`src/hw/rtl/stl_pkg.sv`:
```
// shared types and constants for the script token lexer
`timescale 1ns / 1ps
package stl_pkg;

  localparam int unsigned LineBitsDef = 16;
  localparam int unsigned KwNum = 12;
  localparam int unsigned MaxRes = 5;
  localparam int unsigned QueueDepth = 4;

  typedef enum logic [14:0] {
    PH_IDLE    = 15'h0001,
    PH_SLASH   = 15'h0002,
    PH_EQ      = 15'h0004,
    PH_BANG    = 15'h0008,
    PH_LT      = 15'h0010,
    PH_GT      = 15'h0020,
    PH_AMP     = 15'h0040,
    PH_PIPE    = 15'h0080,
    PH_IDENT   = 15'h0100,
    PH_NUM     = 15'h0200,
    PH_NUMDOT  = 15'h0400,
    PH_FRAC    = 15'h0800,
    PH_STR     = 15'h1000,
    PH_ESC     = 15'h2000,
    PH_COMMENT = 15'h4000
  } phase_e;

  localparam logic [5:0] KEnd     = 6'd0;
  localparam logic [5:0] KIdent   = 6'd1;
  localparam logic [5:0] KNumber  = 6'd2;
  localparam logic [5:0] KString  = 6'd3;
  localparam logic [5:0] KKw0     = 6'd4;
  localparam logic [5:0] KLParen  = 6'd16;
  localparam logic [5:0] KRParen  = 6'd17;
  localparam logic [5:0] KLBrace  = 6'd18;
  localparam logic [5:0] KRBrace  = 6'd19;
  localparam logic [5:0] KComma   = 6'd20;
  localparam logic [5:0] KSemi    = 6'd21;
  localparam logic [5:0] KDot     = 6'd22;
  localparam logic [5:0] KPlus    = 6'd23;
  localparam logic [5:0] KMinus   = 6'd24;
  localparam logic [5:0] KStar    = 6'd25;
  localparam logic [5:0] KPercent = 6'd26;
  localparam logic [5:0] KDiv     = 6'd27;
  localparam logic [5:0] KAssign  = 6'd28;
  localparam logic [5:0] KEqEq    = 6'd29;
  localparam logic [5:0] KBang    = 6'd30;
  localparam logic [5:0] KNe      = 6'd31;
  localparam logic [5:0] KLt      = 6'd32;
  localparam logic [5:0] KLe      = 6'd33;
  localparam logic [5:0] KGt      = 6'd34;
  localparam logic [5:0] KGe      = 6'd35;
  localparam logic [5:0] KAndAnd  = 6'd36;
  localparam logic [5:0] KOrOr    = 6'd37;
  localparam logic [5:0] KUnknown = 6'd38;

  typedef struct packed {
    logic       mode;
    logic [7:0] src_byte;
  } req_t;

  typedef struct packed {
    logic [5:0]  kind;
    logic [7:0]  text_byte;
    logic        is_close;
    logic [15:0] line_no;
    logic        last_result;
  } rsp_t;

  // one result without line and last flag
  typedef struct packed {
    logic [5:0] kind;
    logic [7:0] text_byte;
    logic       is_close;
  } res_t;

  // classified batch handed from front to back
  typedef struct packed {
    logic [2:0]             cnt;
    res_t [MaxRes-1:0]      res;
    logic [15:0]            line_no;
  } batch_t;

  function automatic logic [7:0] kw_len(input int unsigned k);
    logic [7:0] l;
    unique case (k)
      0: l = 8'd2;
      1, 2, 7, 10: l = 8'd4;
      3, 4, 5, 6: l = 8'd3;
      8, 11: l = 8'd5;
      default: l = 8'd8;
    endcase
    return l;
  endfunction

  function automatic logic [7:0] kw_char(input int unsigned k, input logic [3:0] p);
    logic [63:0] s;
    logic [7:0]  c;
    unique case (k)
      0: s = {"if", 48'd0};
      1: s = {"elif", 32'd0};
      2: s = {"else", 32'd0};
      3: s = {"for", 40'd0};
      4: s = {"obj", 40'd0};
      5: s = {"num", 40'd0};
      6: s = {"str", 40'd0};
      7: s = {"bool", 32'd0};
      8: s = {"break", 24'd0};
      9: s = "continue";
      10: s = {"true", 32'd0};
      default: s = {"false", 24'd0};
    endcase
    c = 8'd0;
    if (p < 4'd8) c = s[63 - 8*p[2:0] -: 8];
    return c;
  endfunction

endpackage

```
`src/hw/rtl/script_token_lexer_core.sv`:
```
// top level of the script token lexer
// a result passes through the queue and then the output register before it is offered
// throughput: one request per cycle while each gives at most one result and the receiver is ready,
// otherwise one result per cycle while the receiver is ready, set by the single output register
// a four-entry queue between lexer and emitter absorbs bursts
// reset: asynchronous, phase idle, line count one, queue and output empty
`timescale 1ns / 1ps
module script_token_lexer_core #(
  parameter int unsigned LineBits = stl_pkg::LineBitsDef
) (
  input  logic          clk_i,
  input  logic          rst_ni,
  input  logic          valid_i,
  output logic          ready_o,
  input  stl_pkg::req_t req_i,
  output logic          valid_o,
  input  logic          ready_i,
  output stl_pkg::rsp_t rsp_o
);

  logic            fv, fr, qv, qr;
  stl_pkg::batch_t fb, qb;

  stl_front #(.LineBits(LineBits)) u_front (
    .clk_i, .rst_ni, .valid_i, .ready_o, .req_i,
    .bvalid_o(fv), .bready_i(fr), .batch_o(fb)
  );

  stl_queue u_queue (
    .clk_i, .rst_ni, .wvalid_i(fv), .wready_o(fr), .wdata_i(fb),
    .rvalid_o(qv), .rready_i(qr), .rdata_o(qb)
  );

  stl_back u_back (
    .clk_i, .rst_ni, .bvalid_i(qv), .bready_o(qr), .batch_i(qb),
    .valid_o, .ready_i, .rsp_o
  );

`ifndef SYNTHESIS
  a_line_nonzero: assert property (@(posedge clk_i) disable iff (!rst_ni)
    valid_o |-> rsp_o.line_no != 16'd0) else $error("line number zero");
  a_close_clean: assert property (@(posedge clk_i) disable iff (!rst_ni)
    valid_o && rsp_o.is_close |-> rsp_o.text_byte == 8'd0) else $error("close with text");
  a_text_kind: assert property (@(posedge clk_i) disable iff (!rst_ni)
    valid_o && !rsp_o.is_close |-> rsp_o.kind == 6'd0) else $error("text with kind");
`endif

endmodule

```
`src/hw/rtl/stl_front.sv`:
```
// front end: lexer state machine that turns each request into a batch of results
`timescale 1ns / 1ps
module stl_front #(
  parameter int unsigned LineBits = stl_pkg::LineBitsDef
) (
  input  logic            clk_i,
  input  logic            rst_ni,
  input  logic            valid_i,
  output logic            ready_o,
  input  stl_pkg::req_t   req_i,
  output logic            bvalid_o,
  input  logic            bready_i,
  output stl_pkg::batch_t batch_o
);

  stl_pkg::phase_e     phase_q, phase_d;
  logic [LineBits-1:0] line_q, line_d;
  logic [11:0]         mask_q, mask_d;
  logic [3:0]          len_q, len_d;
  stl_pkg::batch_t     b;
  logic [2:0]          n;
  logic [15:0]         ln_sat;

  assign ready_o  = bready_i;
  assign bvalid_o = valid_i;
  assign batch_o  = b;

  localparam logic [LineBits-1:0] LineMax = '1;

  always_comb begin
    logic [31:0] lw;
    lw = 32'(line_q);
    ln_sat = (lw > 32'h0000FFFF) ? 16'hFFFF : lw[15:0];
  end

  always_comb begin
    logic [7:0] c;
    logic       fl, idl, alpha, digit;
    logic [11:0] m;
    logic [5:0] ik;
    c = req_i.src_byte;
    phase_d = phase_q; line_d = line_q; mask_d = mask_q; len_d = len_q;
    n = '0;
    b = '0;
    fl = 1'b0; idl = 1'b0;
    m = '0; ik = stl_pkg::KIdent;
    alpha = (c >= "a" && c <= "z") || (c >= "A" && c <= "Z") || c == "_";
    digit = c >= "0" && c <= "9";
    if (req_i.mode) begin
      fl = 1'b1;
    end else begin
      unique case (phase_q)
        stl_pkg::PH_SLASH: begin
          if (c == "/") phase_d = stl_pkg::PH_COMMENT;
          else begin fl = 1'b1; idl = 1'b1; end
        end
        stl_pkg::PH_EQ, stl_pkg::PH_BANG, stl_pkg::PH_LT, stl_pkg::PH_GT,
        stl_pkg::PH_AMP, stl_pkg::PH_PIPE: begin
          logic [7:0] f, s;
          logic [5:0] k;
          unique case (phase_q)
            stl_pkg::PH_EQ:   begin f = "="; s = "="; k = stl_pkg::KEqEq; end
            stl_pkg::PH_BANG: begin f = "!"; s = "="; k = stl_pkg::KNe; end
            stl_pkg::PH_LT:   begin f = "<"; s = "="; k = stl_pkg::KLe; end
            stl_pkg::PH_GT:   begin f = ">"; s = "="; k = stl_pkg::KGe; end
            stl_pkg::PH_AMP:  begin f = "&"; s = "&"; k = stl_pkg::KAndAnd; end
            default:          begin f = "|"; s = "|"; k = stl_pkg::KOrOr; end
          endcase
          if (c == s) begin
            b.res[0] = '{6'd0, f, 1'b0};
            b.res[1] = '{6'd0, s, 1'b0};
            b.res[2] = '{k, 8'd0, 1'b1};
            n = 3'd3;
            phase_d = stl_pkg::PH_IDLE;
          end else begin fl = 1'b1; idl = 1'b1; end
        end
        stl_pkg::PH_IDENT: begin
          if (alpha || digit) idl = 1'b1;
          else begin fl = 1'b1; idl = 1'b1; end
        end
        stl_pkg::PH_NUM, stl_pkg::PH_FRAC: begin
          if (digit) begin
            b.res[0] = '{6'd0, c, 1'b0}; n = 3'd1;
          end else if (c == "." && phase_q == stl_pkg::PH_NUM) begin
            phase_d = stl_pkg::PH_NUMDOT;
          end else begin fl = 1'b1; idl = 1'b1; end
        end
        stl_pkg::PH_NUMDOT: begin
          if (digit) begin
            b.res[0] = '{6'd0, 8'h2e, 1'b0};
            b.res[1] = '{6'd0, c, 1'b0};
            n = 3'd2; phase_d = stl_pkg::PH_FRAC;
          end else begin fl = 1'b1; idl = 1'b1; end
        end
        stl_pkg::PH_STR: begin
          if (c == 8'd0) begin
            b.res[0] = '{stl_pkg::KUnknown, 8'd0, 1'b1}; n = 3'd1;
            phase_d = stl_pkg::PH_IDLE;
          end else if (c == 8'h22) begin
            b.res[0] = '{stl_pkg::KString, 8'd0, 1'b1}; n = 3'd1;
            phase_d = stl_pkg::PH_IDLE;
          end else if (c == 8'h5c) begin
            phase_d = stl_pkg::PH_ESC;
          end else begin
            b.res[0] = '{6'd0, c, 1'b0}; n = 3'd1;
          end
        end
        stl_pkg::PH_ESC: begin
          b.res[0] = '{6'd0, (c == "n") ? 8'd10 : ((c == "t") ? 8'd9 : c), 1'b0};
          n = 3'd1; phase_d = stl_pkg::PH_STR;
        end
        stl_pkg::PH_COMMENT: begin
          if (c == 8'h0a) begin
            if (line_q != LineMax) line_d = line_q + 1'b1;
            phase_d = stl_pkg::PH_IDLE;
          end else if (c == 8'd0) idl = 1'b1;
        end
        default: idl = 1'b1;
      endcase
    end

    // keyword kind of the held identifier
    for (int k = stl_pkg::KwNum - 1; k >= 0; k--)
      if (mask_q[k] && stl_pkg::kw_len(k) == {4'd0, len_q})
        ik = stl_pkg::KKw0 + 6'(k);

    if (fl) begin
      unique case (phase_q)
        stl_pkg::PH_SLASH, stl_pkg::PH_EQ, stl_pkg::PH_BANG, stl_pkg::PH_LT,
        stl_pkg::PH_GT, stl_pkg::PH_AMP, stl_pkg::PH_PIPE: begin
          logic [7:0] f;
          logic [5:0] k;
          unique case (phase_q)
            stl_pkg::PH_SLASH: begin f = "/"; k = stl_pkg::KDiv; end
            stl_pkg::PH_EQ:    begin f = "="; k = stl_pkg::KAssign; end
            stl_pkg::PH_BANG:  begin f = "!"; k = stl_pkg::KBang; end
            stl_pkg::PH_LT:    begin f = "<"; k = stl_pkg::KLt; end
            stl_pkg::PH_GT:    begin f = ">"; k = stl_pkg::KGt; end
            default:           begin f = (phase_q == stl_pkg::PH_AMP) ? "&" : "|";
                                     k = stl_pkg::KUnknown; end
          endcase
          b.res[0] = '{6'd0, f, 1'b0};
          b.res[1] = '{k, 8'd0, 1'b1};
          n = 3'd2;
        end
        stl_pkg::PH_IDENT: begin b.res[0] = '{ik, 8'd0, 1'b1}; n = 3'd1; end
        stl_pkg::PH_NUM, stl_pkg::PH_FRAC: begin
          b.res[0] = '{stl_pkg::KNumber, 8'd0, 1'b1}; n = 3'd1;
        end
        stl_pkg::PH_NUMDOT: begin
          b.res[0] = '{stl_pkg::KNumber, 8'd0, 1'b1};
          b.res[1] = '{6'd0, 8'h2e, 1'b0};
          b.res[2] = '{stl_pkg::KDot, 8'd0, 1'b1};
          n = 3'd3;
        end
        stl_pkg::PH_STR, stl_pkg::PH_ESC: begin
          b.res[0] = '{stl_pkg::KUnknown, 8'd0, 1'b1}; n = 3'd1;
        end
        default: ;
      endcase
      phase_d = stl_pkg::PH_IDLE;
    end

    if (req_i.mode) begin
      b.res[n] = '{stl_pkg::KEnd, 8'd0, 1'b1};
      n = n + 3'd1;
      mask_d = '1; len_d = '0;
    end

    if (idl) begin
      logic ext;
      ext = (phase_q == stl_pkg::PH_IDENT) && !fl;
      if (!ext) phase_d = stl_pkg::PH_IDLE;
      if (alpha || (ext && digit)) begin
        logic [11:0] mm;
        logic [3:0]  ll;
        mm = ext ? mask_q : 12'hFFF;
        ll = ext ? len_q : 4'd0;
        for (int k = 0; k < stl_pkg::KwNum; k++)
          m[k] = mm[k] && ({4'd0, ll} < stl_pkg::kw_len(k)) &&
                 (stl_pkg::kw_char(k, ll) == c);
        mask_d = m;
        len_d = (ll != 4'hF) ? ll + 4'd1 : ll;
        b.res[n] = '{6'd0, c, 1'b0}; n = n + 3'd1;
        phase_d = stl_pkg::PH_IDENT;
      end else if (digit) begin
        b.res[n] = '{6'd0, c, 1'b0}; n = n + 3'd1;
        phase_d = stl_pkg::PH_NUM;
      end else begin
        unique case (c)
          8'h20, 8'h09, 8'h0d: ;
          8'h0a: if (line_q != LineMax) line_d = line_q + 1'b1;
          "/": phase_d = stl_pkg::PH_SLASH;
          "=": phase_d = stl_pkg::PH_EQ;
          "!": phase_d = stl_pkg::PH_BANG;
          "<": phase_d = stl_pkg::PH_LT;
          ">": phase_d = stl_pkg::PH_GT;
          "&": phase_d = stl_pkg::PH_AMP;
          "|": phase_d = stl_pkg::PH_PIPE;
          8'h22: phase_d = stl_pkg::PH_STR;
          default: begin
            logic [5:0] k;
            unique case (c)
              "(": k = stl_pkg::KLParen;
              ")": k = stl_pkg::KRParen;
              "{": k = stl_pkg::KLBrace;
              "}": k = stl_pkg::KRBrace;
              ",": k = stl_pkg::KComma;
              ";": k = stl_pkg::KSemi;
              ".": k = stl_pkg::KDot;
              "+": k = stl_pkg::KPlus;
              "-": k = stl_pkg::KMinus;
              "*": k = stl_pkg::KStar;
              "%": k = stl_pkg::KPercent;
              default: k = stl_pkg::KUnknown;
            endcase
            b.res[n] = '{6'd0, c, 1'b0};
            b.res[n + 3'd1] = '{k, 8'd0, 1'b1};
            n = n + 3'd2;
          end
        endcase
      end
    end
    b.cnt = n;
    b.line_no = ln_sat;
  end

  always_ff @(posedge clk_i or negedge rst_ni) begin
    if (!rst_ni) begin
      phase_q <= stl_pkg::PH_IDLE;
      line_q  <= LineBits'(1);
      mask_q  <= '1;
      len_q   <= '0;
    end else if (valid_i && bready_i) begin
      phase_q <= phase_d;
      line_q  <= line_d;
      mask_q  <= mask_d;
      len_q   <= len_d;
    end
  end

endmodule

```
`src/hw/rtl/stl_queue.sv`:
```
// small fifo of classified batches between front and back
`timescale 1ns / 1ps
module stl_queue #(
  parameter int unsigned Depth = stl_pkg::QueueDepth
) (
  input  logic            clk_i,
  input  logic            rst_ni,
  input  logic            wvalid_i,
  output logic            wready_o,
  input  stl_pkg::batch_t wdata_i,
  output logic            rvalid_o,
  input  logic            rready_i,
  output stl_pkg::batch_t rdata_o
);

  localparam int unsigned Aw = (Depth > 1) ? $clog2(Depth) : 1;

  stl_pkg::batch_t     mem_q [Depth];
  logic [Aw-1:0]       wp_q, rp_q;
  logic [Aw:0]         cnt_q;
  logic                we, re;

  assign wready_o = cnt_q != Depth[Aw:0];
  assign rvalid_o = cnt_q != '0;
  assign rdata_o  = mem_q[rp_q];
  assign we = wvalid_i && wready_o;
  assign re = rvalid_o && rready_i;

  always_ff @(posedge clk_i) begin
    if (we) mem_q[wp_q] <= wdata_i;
  end

  always_ff @(posedge clk_i or negedge rst_ni) begin
    if (!rst_ni) begin
      wp_q <= '0; rp_q <= '0; cnt_q <= '0;
    end else begin
      if (we) wp_q <= (wp_q == Aw'(Depth - 1)) ? '0 : wp_q + 1'b1;
      if (re) rp_q <= (rp_q == Aw'(Depth - 1)) ? '0 : rp_q + 1'b1;
      cnt_q <= cnt_q + (Aw+1)'(we) - (Aw+1)'(re);
    end
  end

endmodule

```
`src/hw/rtl/stl_back.sv`:
```
// back end: sends the results of each batch one per cycle, while the receiver is ready, into an output register
`timescale 1ns / 1ps
module stl_back (
  input  logic            clk_i,
  input  logic            rst_ni,
  input  logic            bvalid_i,
  output logic            bready_o,
  input  stl_pkg::batch_t batch_i,
  output logic            valid_o,
  input  logic            ready_i,
  output stl_pkg::rsp_t   rsp_o
);

  logic [2:0]    idx_q;
  logic          ov_q;
  stl_pkg::rsp_t o_q;
  logic          load, last, empty;

  assign empty = batch_i.cnt == 3'd0;
  assign load  = !ov_q || ready_i;
  assign last  = (idx_q + 3'd1) >= batch_i.cnt;
  assign bready_o = bvalid_i && (empty || (load && last));
  assign valid_o = ov_q;
  assign rsp_o = o_q;

  always_ff @(posedge clk_i) begin
    if (load && bvalid_i && !empty) begin
      o_q.kind        <= batch_i.res[idx_q].kind;
      o_q.text_byte   <= batch_i.res[idx_q].text_byte;
      o_q.is_close    <= batch_i.res[idx_q].is_close;
      o_q.line_no     <= batch_i.line_no;
      o_q.last_result <= last;
    end
  end

  always_ff @(posedge clk_i or negedge rst_ni) begin
    if (!rst_ni) begin
      ov_q <= 1'b0; idx_q <= '0;
    end else if (load) begin
      ov_q <= bvalid_i && !empty;
      if (bvalid_i && !empty) idx_q <= last ? 3'd0 : idx_q + 3'd1;
    end
  end

endmodule

```
`config.mk`:
```
export PLATFORM = sky130hd
export DESIGN_NAME = script_token_lexer_core
export DESIGN_NICKNAME = d
export VERILOG_FILES = /design/src/hw/rtl/stl_pkg.sv /design/src/hw/rtl/script_token_lexer_core.sv /design/src/hw/rtl/stl_front.sv /design/src/hw/rtl/stl_queue.sv /design/src/hw/rtl/stl_back.sv
export SDC_FILE = /design/constraint.sdc
export NUM_CORES = 1
export LEC_CHECK = 0
export ABC_AREA = 1
export ABC_CLOCK_PERIOD_IN_PS = 9500
export BUFFER_PORTS_ARGS = -buffer_cell sky130_fd_sc_hd__buf_2
export CAP_MARGIN = 10
export CELL_PAD_IN_SITES_DETAIL_PLACEMENT = 1
export CELL_PAD_IN_SITES_GLOBAL_PLACEMENT = 1
export CORE_ASPECT_RATIO = 2
export CORE_UTILIZATION = 54
export DETAILED_ROUTE_END_ITERATION = 10
export GPL_ROUTABILITY_DRIVEN = 0
export PLACE_DENSITY = 0.82
export RECOVER_POWER = 25
export SLEW_MARGIN = 0
export SYNTH_ARGS = -nofsm -noshare
export SYNTH_HDL_FRONTEND = slang
export SYNTH_SLANG_ARGS = --single-unit
```
`constraint.sdc`:
```
create_clock -name clk_i -period 9.5 [get_ports clk_i]
set_clock_uncertainty 0.2 [all_clocks]
set_input_delay 0.475 -clock clk_i [delete_from_list [all_inputs] [get_ports clk_i]]
set_output_delay 0.475 -clock clk_i [all_outputs]
set_load 0.005 [all_outputs]
```
## Word-level counts from Yosys, hierarchy flattened

Memory sizes are Yosys's and may differ from the RTL's.
Cells that the tools add are included.

| storage, ports and cells | value |
|---|---|
| register bits after elaboration | 90 |
| RAM bits | 376 |
| input port bits | 13 |
| word-level logic and storage cells | 391 |
| memories kept | 1 |

Memories:

| name | words | width | read ports | clocked after memory_dff | wr ports | RTL line | source |
|---|---|---|---|---|---|---|---|
| u_queue.mem_q | 4 | 94 | 1 | 0 | 1 | stl_queue.sv:18 | `stl_pkg::batch_t mem_q [Depth];` |

| cells by class | value |
|---|---|
| $add $sub $neg | 11 |
| magnitude comparators | 20 |
| eq/ne operators | 64 |
| shift operators | 12 |
| multiplexer cells | 193 |
| bitwise logic cells | 3 |
| reductions and logical operators | 73 |

Operators by type and width:

| cell | count |
|---|---|
| 64-bit two-way mux | 24 |
| 71-bit by 33-bit variable part select with 8-bit output | 12 |
| 8-bit two-way mux | 50 |
| 75-bit two-way mux | 5 |
| 15-bit two-way mux | 23 |
| 75-bit bitwise mux | 2 |
| 16-bit two-way mux | 9 |
| 8-bit by 6-bit equality test with 1-bit output (second input constant) | 17 |
| 15-bit demux with 3-bit select | 3 |
| 45-bit two-way mux | 3 |
| 15-bit case mux with 8 select lines | 1 |
| 15-bit case mux with 7 select lines | 1 |
| 8-bit equality test | 13 |
| 15-bit case mux with 5 select lines | 1 |
| 42-bit by 70-bit AND with 70-bit output | 1 |
| 70-bit NOT | 1 |
| 4-bit two-way mux | 17 |
| 6-bit case mux with 11 select lines | 1 |
| 15-bit case mux with 2 select lines | 2 |
| 15-bit case mux with 4 select lines | 1 |
| 6-bit case mux with 5 select lines | 2 |
| 8-bit by 7-bit equality test with 1-bit output (second input constant) | 7 |
| 1-bit logical AND | 52 |
| 12-bit two-way mux | 4 |
| other kinds (68) | 124 |

## Depth between registers and ports, before layout

| depth | value |
|---|---|
| word-level depth | 24 |
| mapped depth | 30 |

## Cells and area by module

From an unflattened synthesis, not the netlist that was laid out.

| unflattened totals | value |
|---|---|
| cell total of the unflattened synthesis | 2643 |
| area total of the unflattened synthesis | 24669.9 um2 |

Modules (own cells, without submodules):

| module | instances | cells each | area an instance (um2) | seq. area each (um2) |
|---|---|---|---|---|
| stl_queue | 1 | 1155 | 15563.7 | 11466.0 |
| stl_front | 1 | 1261 | 7188.1 | 1193.6 |
| stl_back | 1 | 227 | 1918.1 | 1061.0 |

## Worst setup path after synthesis

OpenSTA, ideal clock, no wires.

| timing path | value |
|---|---|
| path kind | register to register |
| from | register u_queue.cnt_q[1] |
| to | memory u_queue.mem_q[0][0] in the netlist's numbering, enable pin |
| setup time | 548 ps |
| arrival | 4865 ps |
| required time | 8752 ps |
| slack | 3887 ps |
| cell stages (with the launch flop) | 6 |
| path buffers | 1 |
| period minus slack after synthesis | 5613 ps |
| path through | dfrtp_1 nor2_1 nand2_1 nand2_1 clkbuf_1 nor2_1 |

| on the way | value |
|---|---|
| word-level cells in the longest chain between the ends | 4 |

RTL lines:

| what | RTL line | source |
|---|---|---|
| from (decl) | stl_queue.sv:20 | `logic [Aw:0] cnt_q;` |
| from (signal assigned) | stl_queue.sv:39 | `cnt_q <= cnt_q + (Aw+1)'(we) - (Aw+1)'(re);` |
| 3-bit != test | stl_queue.sv:23 | `assign wready_o = cnt_q != Depth[Aw:0];` |
| named net ready_o | script_token_lexer_core.sv:14 | `output logic ready_o,` |
| 1-bit logical AND | stl_queue.sv:26 | `assign we = wvalid_i && wready_o;` |
| 1-bit two-way mux | stl_queue.sv:30 | `if (we) mem_q[wp_q] <= wdata_i;` |
| 1-bit two-way mux (implied by the code) | stl_queue.sv:30 |  |
| to (decl) | stl_queue.sv:18 |  |

The timed path passes the listed nets, and every way through them passes these cells.

==> impl_results.md <==
- Post-synth EDFFs: 408
- Total CTS buffers: 40
- Post-synth top area share: 53.6%
- Worst Reg-to-Reg Cells: 26
- Register area share after synthesis: 60.0%
- Vert. Die Dim: 293 um
- Port Buf Inserts: 46
- Starting Density: 54.7%
- Relative slew slack: -135%
- Critical Path Sink Type: flop
- Synthesized area per cell: 9.92 um2
- Measured slew at the worst slew-check pin: 3.52 ns
- Layout Nets: 2,356
- Yosys reg bits: 466
- Detailed Routing Iterations Pass 1: 5
- WL per Instance: 26.8 um
- 1st-iter DRT viols: 1,342
- Final setup fails: 0
- Yosys synthesis warning count: 0
- Pwr per Cell Area: 298 nW/um2
- Hold_buf cts: 1
- Fraction of layout cells with a size suffix above 1: 9.30%
- Final WL: 77,200 um
- Clock tree buffer depth: 3
- WHS Path Cells: 4
- Leakage Power: 9.50 nW
- Drt drc: 0
- Post-CTS sizing: 0
- Die footprint: 43,200 um2
- Netlist Area Pre-Place: 22,900 um2
- Maximum vdd drop: 0.233 mV
- Fin crit period: 5.67 ns
- Area delta synth->final: 8.77%
- Status: finished with violations
- Hold Crit Class: in -> reg
- Antenna violations before repair: 0
- F_max: 176 MHz
- Max Cap Viol: 6
- Vias per cell: 6.41
- Pin count of the biggest net entering global routing: 78
- Setup TNS: 0 ns
- Number of global-route vias before repair: 19,900
- Vias: 18,500
- Post-synth top flop: edfxtp_1
- Worst Path Max Fanout: 7
- Synth Net Count: 2,348
- Synth area leader: edfxtp_1
- Core area: 41,800 um2
- Rows: 106
- Inserted Diodes: 0
- Latest clock arrival within the worst-skew pair: 0.58 ns
- Critical Path Start Type: flop
- H-tree Lvls: 2
- Filler cells: 4,626
- Tot GR Track Use: 36.1%
- First-pass GRT wire length: 116,000 um
- Post-synthesis instance total: 2,305
- Arrival time at the worst endpoint: 5.76 ns
- Synth async-reset ratio: 12.4%
- Placed Instances: 2,810
- Clock Sink Count: 466
- Slew Limit Fails: 258
- Post-synthesis cell type count: 68
- Root Driver: clkbuf_16
- Failing checks: capacitance limit, slew limit
- Setup bufs post-CTS: 0
- CTS tree: built
- Top cells by area, synth: edfxtp_1 54%, o21ai_0 6.0%, nor2_1 5.9%
- Post-DRT Antenna Nets: 0
- Crit path required time: 9.59 ns
- Die W: 147 um
- CTS clock-pin slew for the worst setup and hold paths: 0.07 ns
- Setup CP Type: reg -> reg
- Top Ports: 47
- Non-filler instance count after layout: 2,884
- Overflow after GRT: 0
- Count of final hold-check violations: 0
- DP Wirelength: 51,200 um
- RSZ-0062 raised after global routing: no
- Final period util: 59.7%
[critical path, stage by stage, from the launching register on]
cell and delay, ns:
dfrtp_1 0.44, nor2_2 0.23, nand3_1 0.28, nor2_1 0.16, nand2_1 0.17, nand2_1 0.11, nand3_1 0.10, nor2_2 0.13
nand3_2 0.16, nor2_2 0.28, nand2_1 0.29, o21ai_2 0.21, inv_1 0.20, nand2_1 0.17, ha_1 0.25, o21ai_1 0.23
inv_1 0.15, ha_1 0.26, xnor2_1 0.19, nor2_1 0.27, nand2_1 0.27, nand3_1 0.20, nand2_1 0.08, nand2_1 0.08
nand2_1 0.08, nand2_1 0.07, nand2_1 0.12
[cell type report]
type                    count  area [um2]  share of cell area, %
clock buffers              51        1100                   4.44
clock inverters            22         255                   1.03
inverters                 219         827                   3.33
multi-input cells        1515        7900                   31.8
flip-flops and latches    466       13700                   55.2
well taps                 540         676                   2.72
repair buffers             71         382                   1.53
[logic make-up after synthesis]
group           share of synthesized area [%]
fa+ha+maj                                1.67
compound gates                           13.4
simple gates                             17.9
xor+xnor                                 1.45
flops                                    60.0
buf+inv                                  5.55
[layer usage]
metal	share of wire (%)	GRT usage [%]
met5	0	0
met4	8.2	27.4
met3	5.5	5.53
met2	53	65.6
met1	33	36.8
[path summary, 6_finish.rpt]
| check | from | to | slack (ns) |
|---|---|---|---|
| max | u_front.phase_q[4] | u_queue.mem_q[2][44] | 3.83 |
| min | ready_i | u_back.valid_o | 0.02 |
| max reg2reg | u_front.phase_q[4] | u_queue.mem_q[2][44] | 3.83 |
| min reg2reg | u_front.mask_q[5] | u_front.mask_q[5] | 0.31 |
| max in group asynchronous | rst_ni | u_queue.rp_q[1] | 5.29 |
| min in group asynchronous | rst_ni | u_front.len_q[2] | 1.52 |
[where the power goes]
group / total, mW / internal, mW / switching, mW
Clock: 1.72 / 0.946 / 0.773
Sequential: 3.08 / 2.86 / 0.217
Combinational: 2.61 / 0.651 / 1.96
Total: 7.41 / 4.46 / 2.95
[cell usage after synthesis, types with 3 or more instances]
| cell | instances |
|---|---|
| inv_1 | 198 |
| nand4_1 | 18 |
| a21oi_1 | 63 |
| ha_1 | 29 |
| o211ai_1 | 23 |
| o21ai_0 | 276 |
| dfstp_2 | 14 |
| buf_6 | 3 |
| o21ai_2 | 3 |
| nand3_1 | 121 |
| nand2_1 | 325 |
| buf_2 | 11 |
| dfrtp_1 | 44 |
| nor3_1 | 36 |
| o31ai_1 | 4 |
| nor2_1 | 360 |
| a31oi_1 | 6 |
| edfxtp_1 | 408 |
| buf_1 | 9 |
| o21ai_1 | 9 |
| clkbuf_1 | 80 |
| nor2_2 | 8 |
| o32ai_1 | 3 |
| xor2_1 | 31 |
| xnor2_1 | 5 |
| inv_2 | 18 |
| nand2_4 | 8 |
| nand3_2 | 7 |
| nor2_4 | 10 |
| o21a_1 | 3 |
| nor4_1 | 8 |
| o221ai_1 | 49 |
| o22ai_1 | 59 |
| nand2_2 | 14 |
[per-stage QoR]
stage / hold WS (ns) / area (um2) / total power [mW] / utilization [%] / worst slack, ns
after detailed placement: 0.309 / 23500 / 5.63 / 56.3 / 4.02
after global placement: 0.293 / 23500 / 5.44 / 56.3 / 4.32
after floorplan: -0.0206 / 22900 / 4.66 / - / 3.89
after global routing: 0.0465 / 24900 / 7.71 / 59.5 / 3.68
final: 0.0241 / 24900 / 7.41 / 59.5 / 3.83
after CTS: 0.0226 / 24900 / 7.40 / 59.6 / 4.12
[layout by cell type, fill, tap and decap left out, drive strengths merged, types with 39 or more instances in the layout]
cell	count
a21oi	64
buf	51
clkbuf	70
dfrtp	44
edfxtp	408
inv	220
nand2	348
nand3	128
nor2	379
nor3	39
o21ai	289
o221ai	49
o22ai	60
[sequential cells by signal, summed over array words and instances, names as in the netlist]
register and flops:
u_queue.cnt_q 3, u_front.mask_q 12, u_back.idx_q 3, u_front.line_q 16
u_front.phase_q 15, u_queue.mem_q 376, u_back.rsp_o 32, u_front.len_q 4
u_queue.rp_q 2, u_back.valid_o 1, u_queue.wp_q 2
Note: power is estimated with default switching activity, not from simulation.
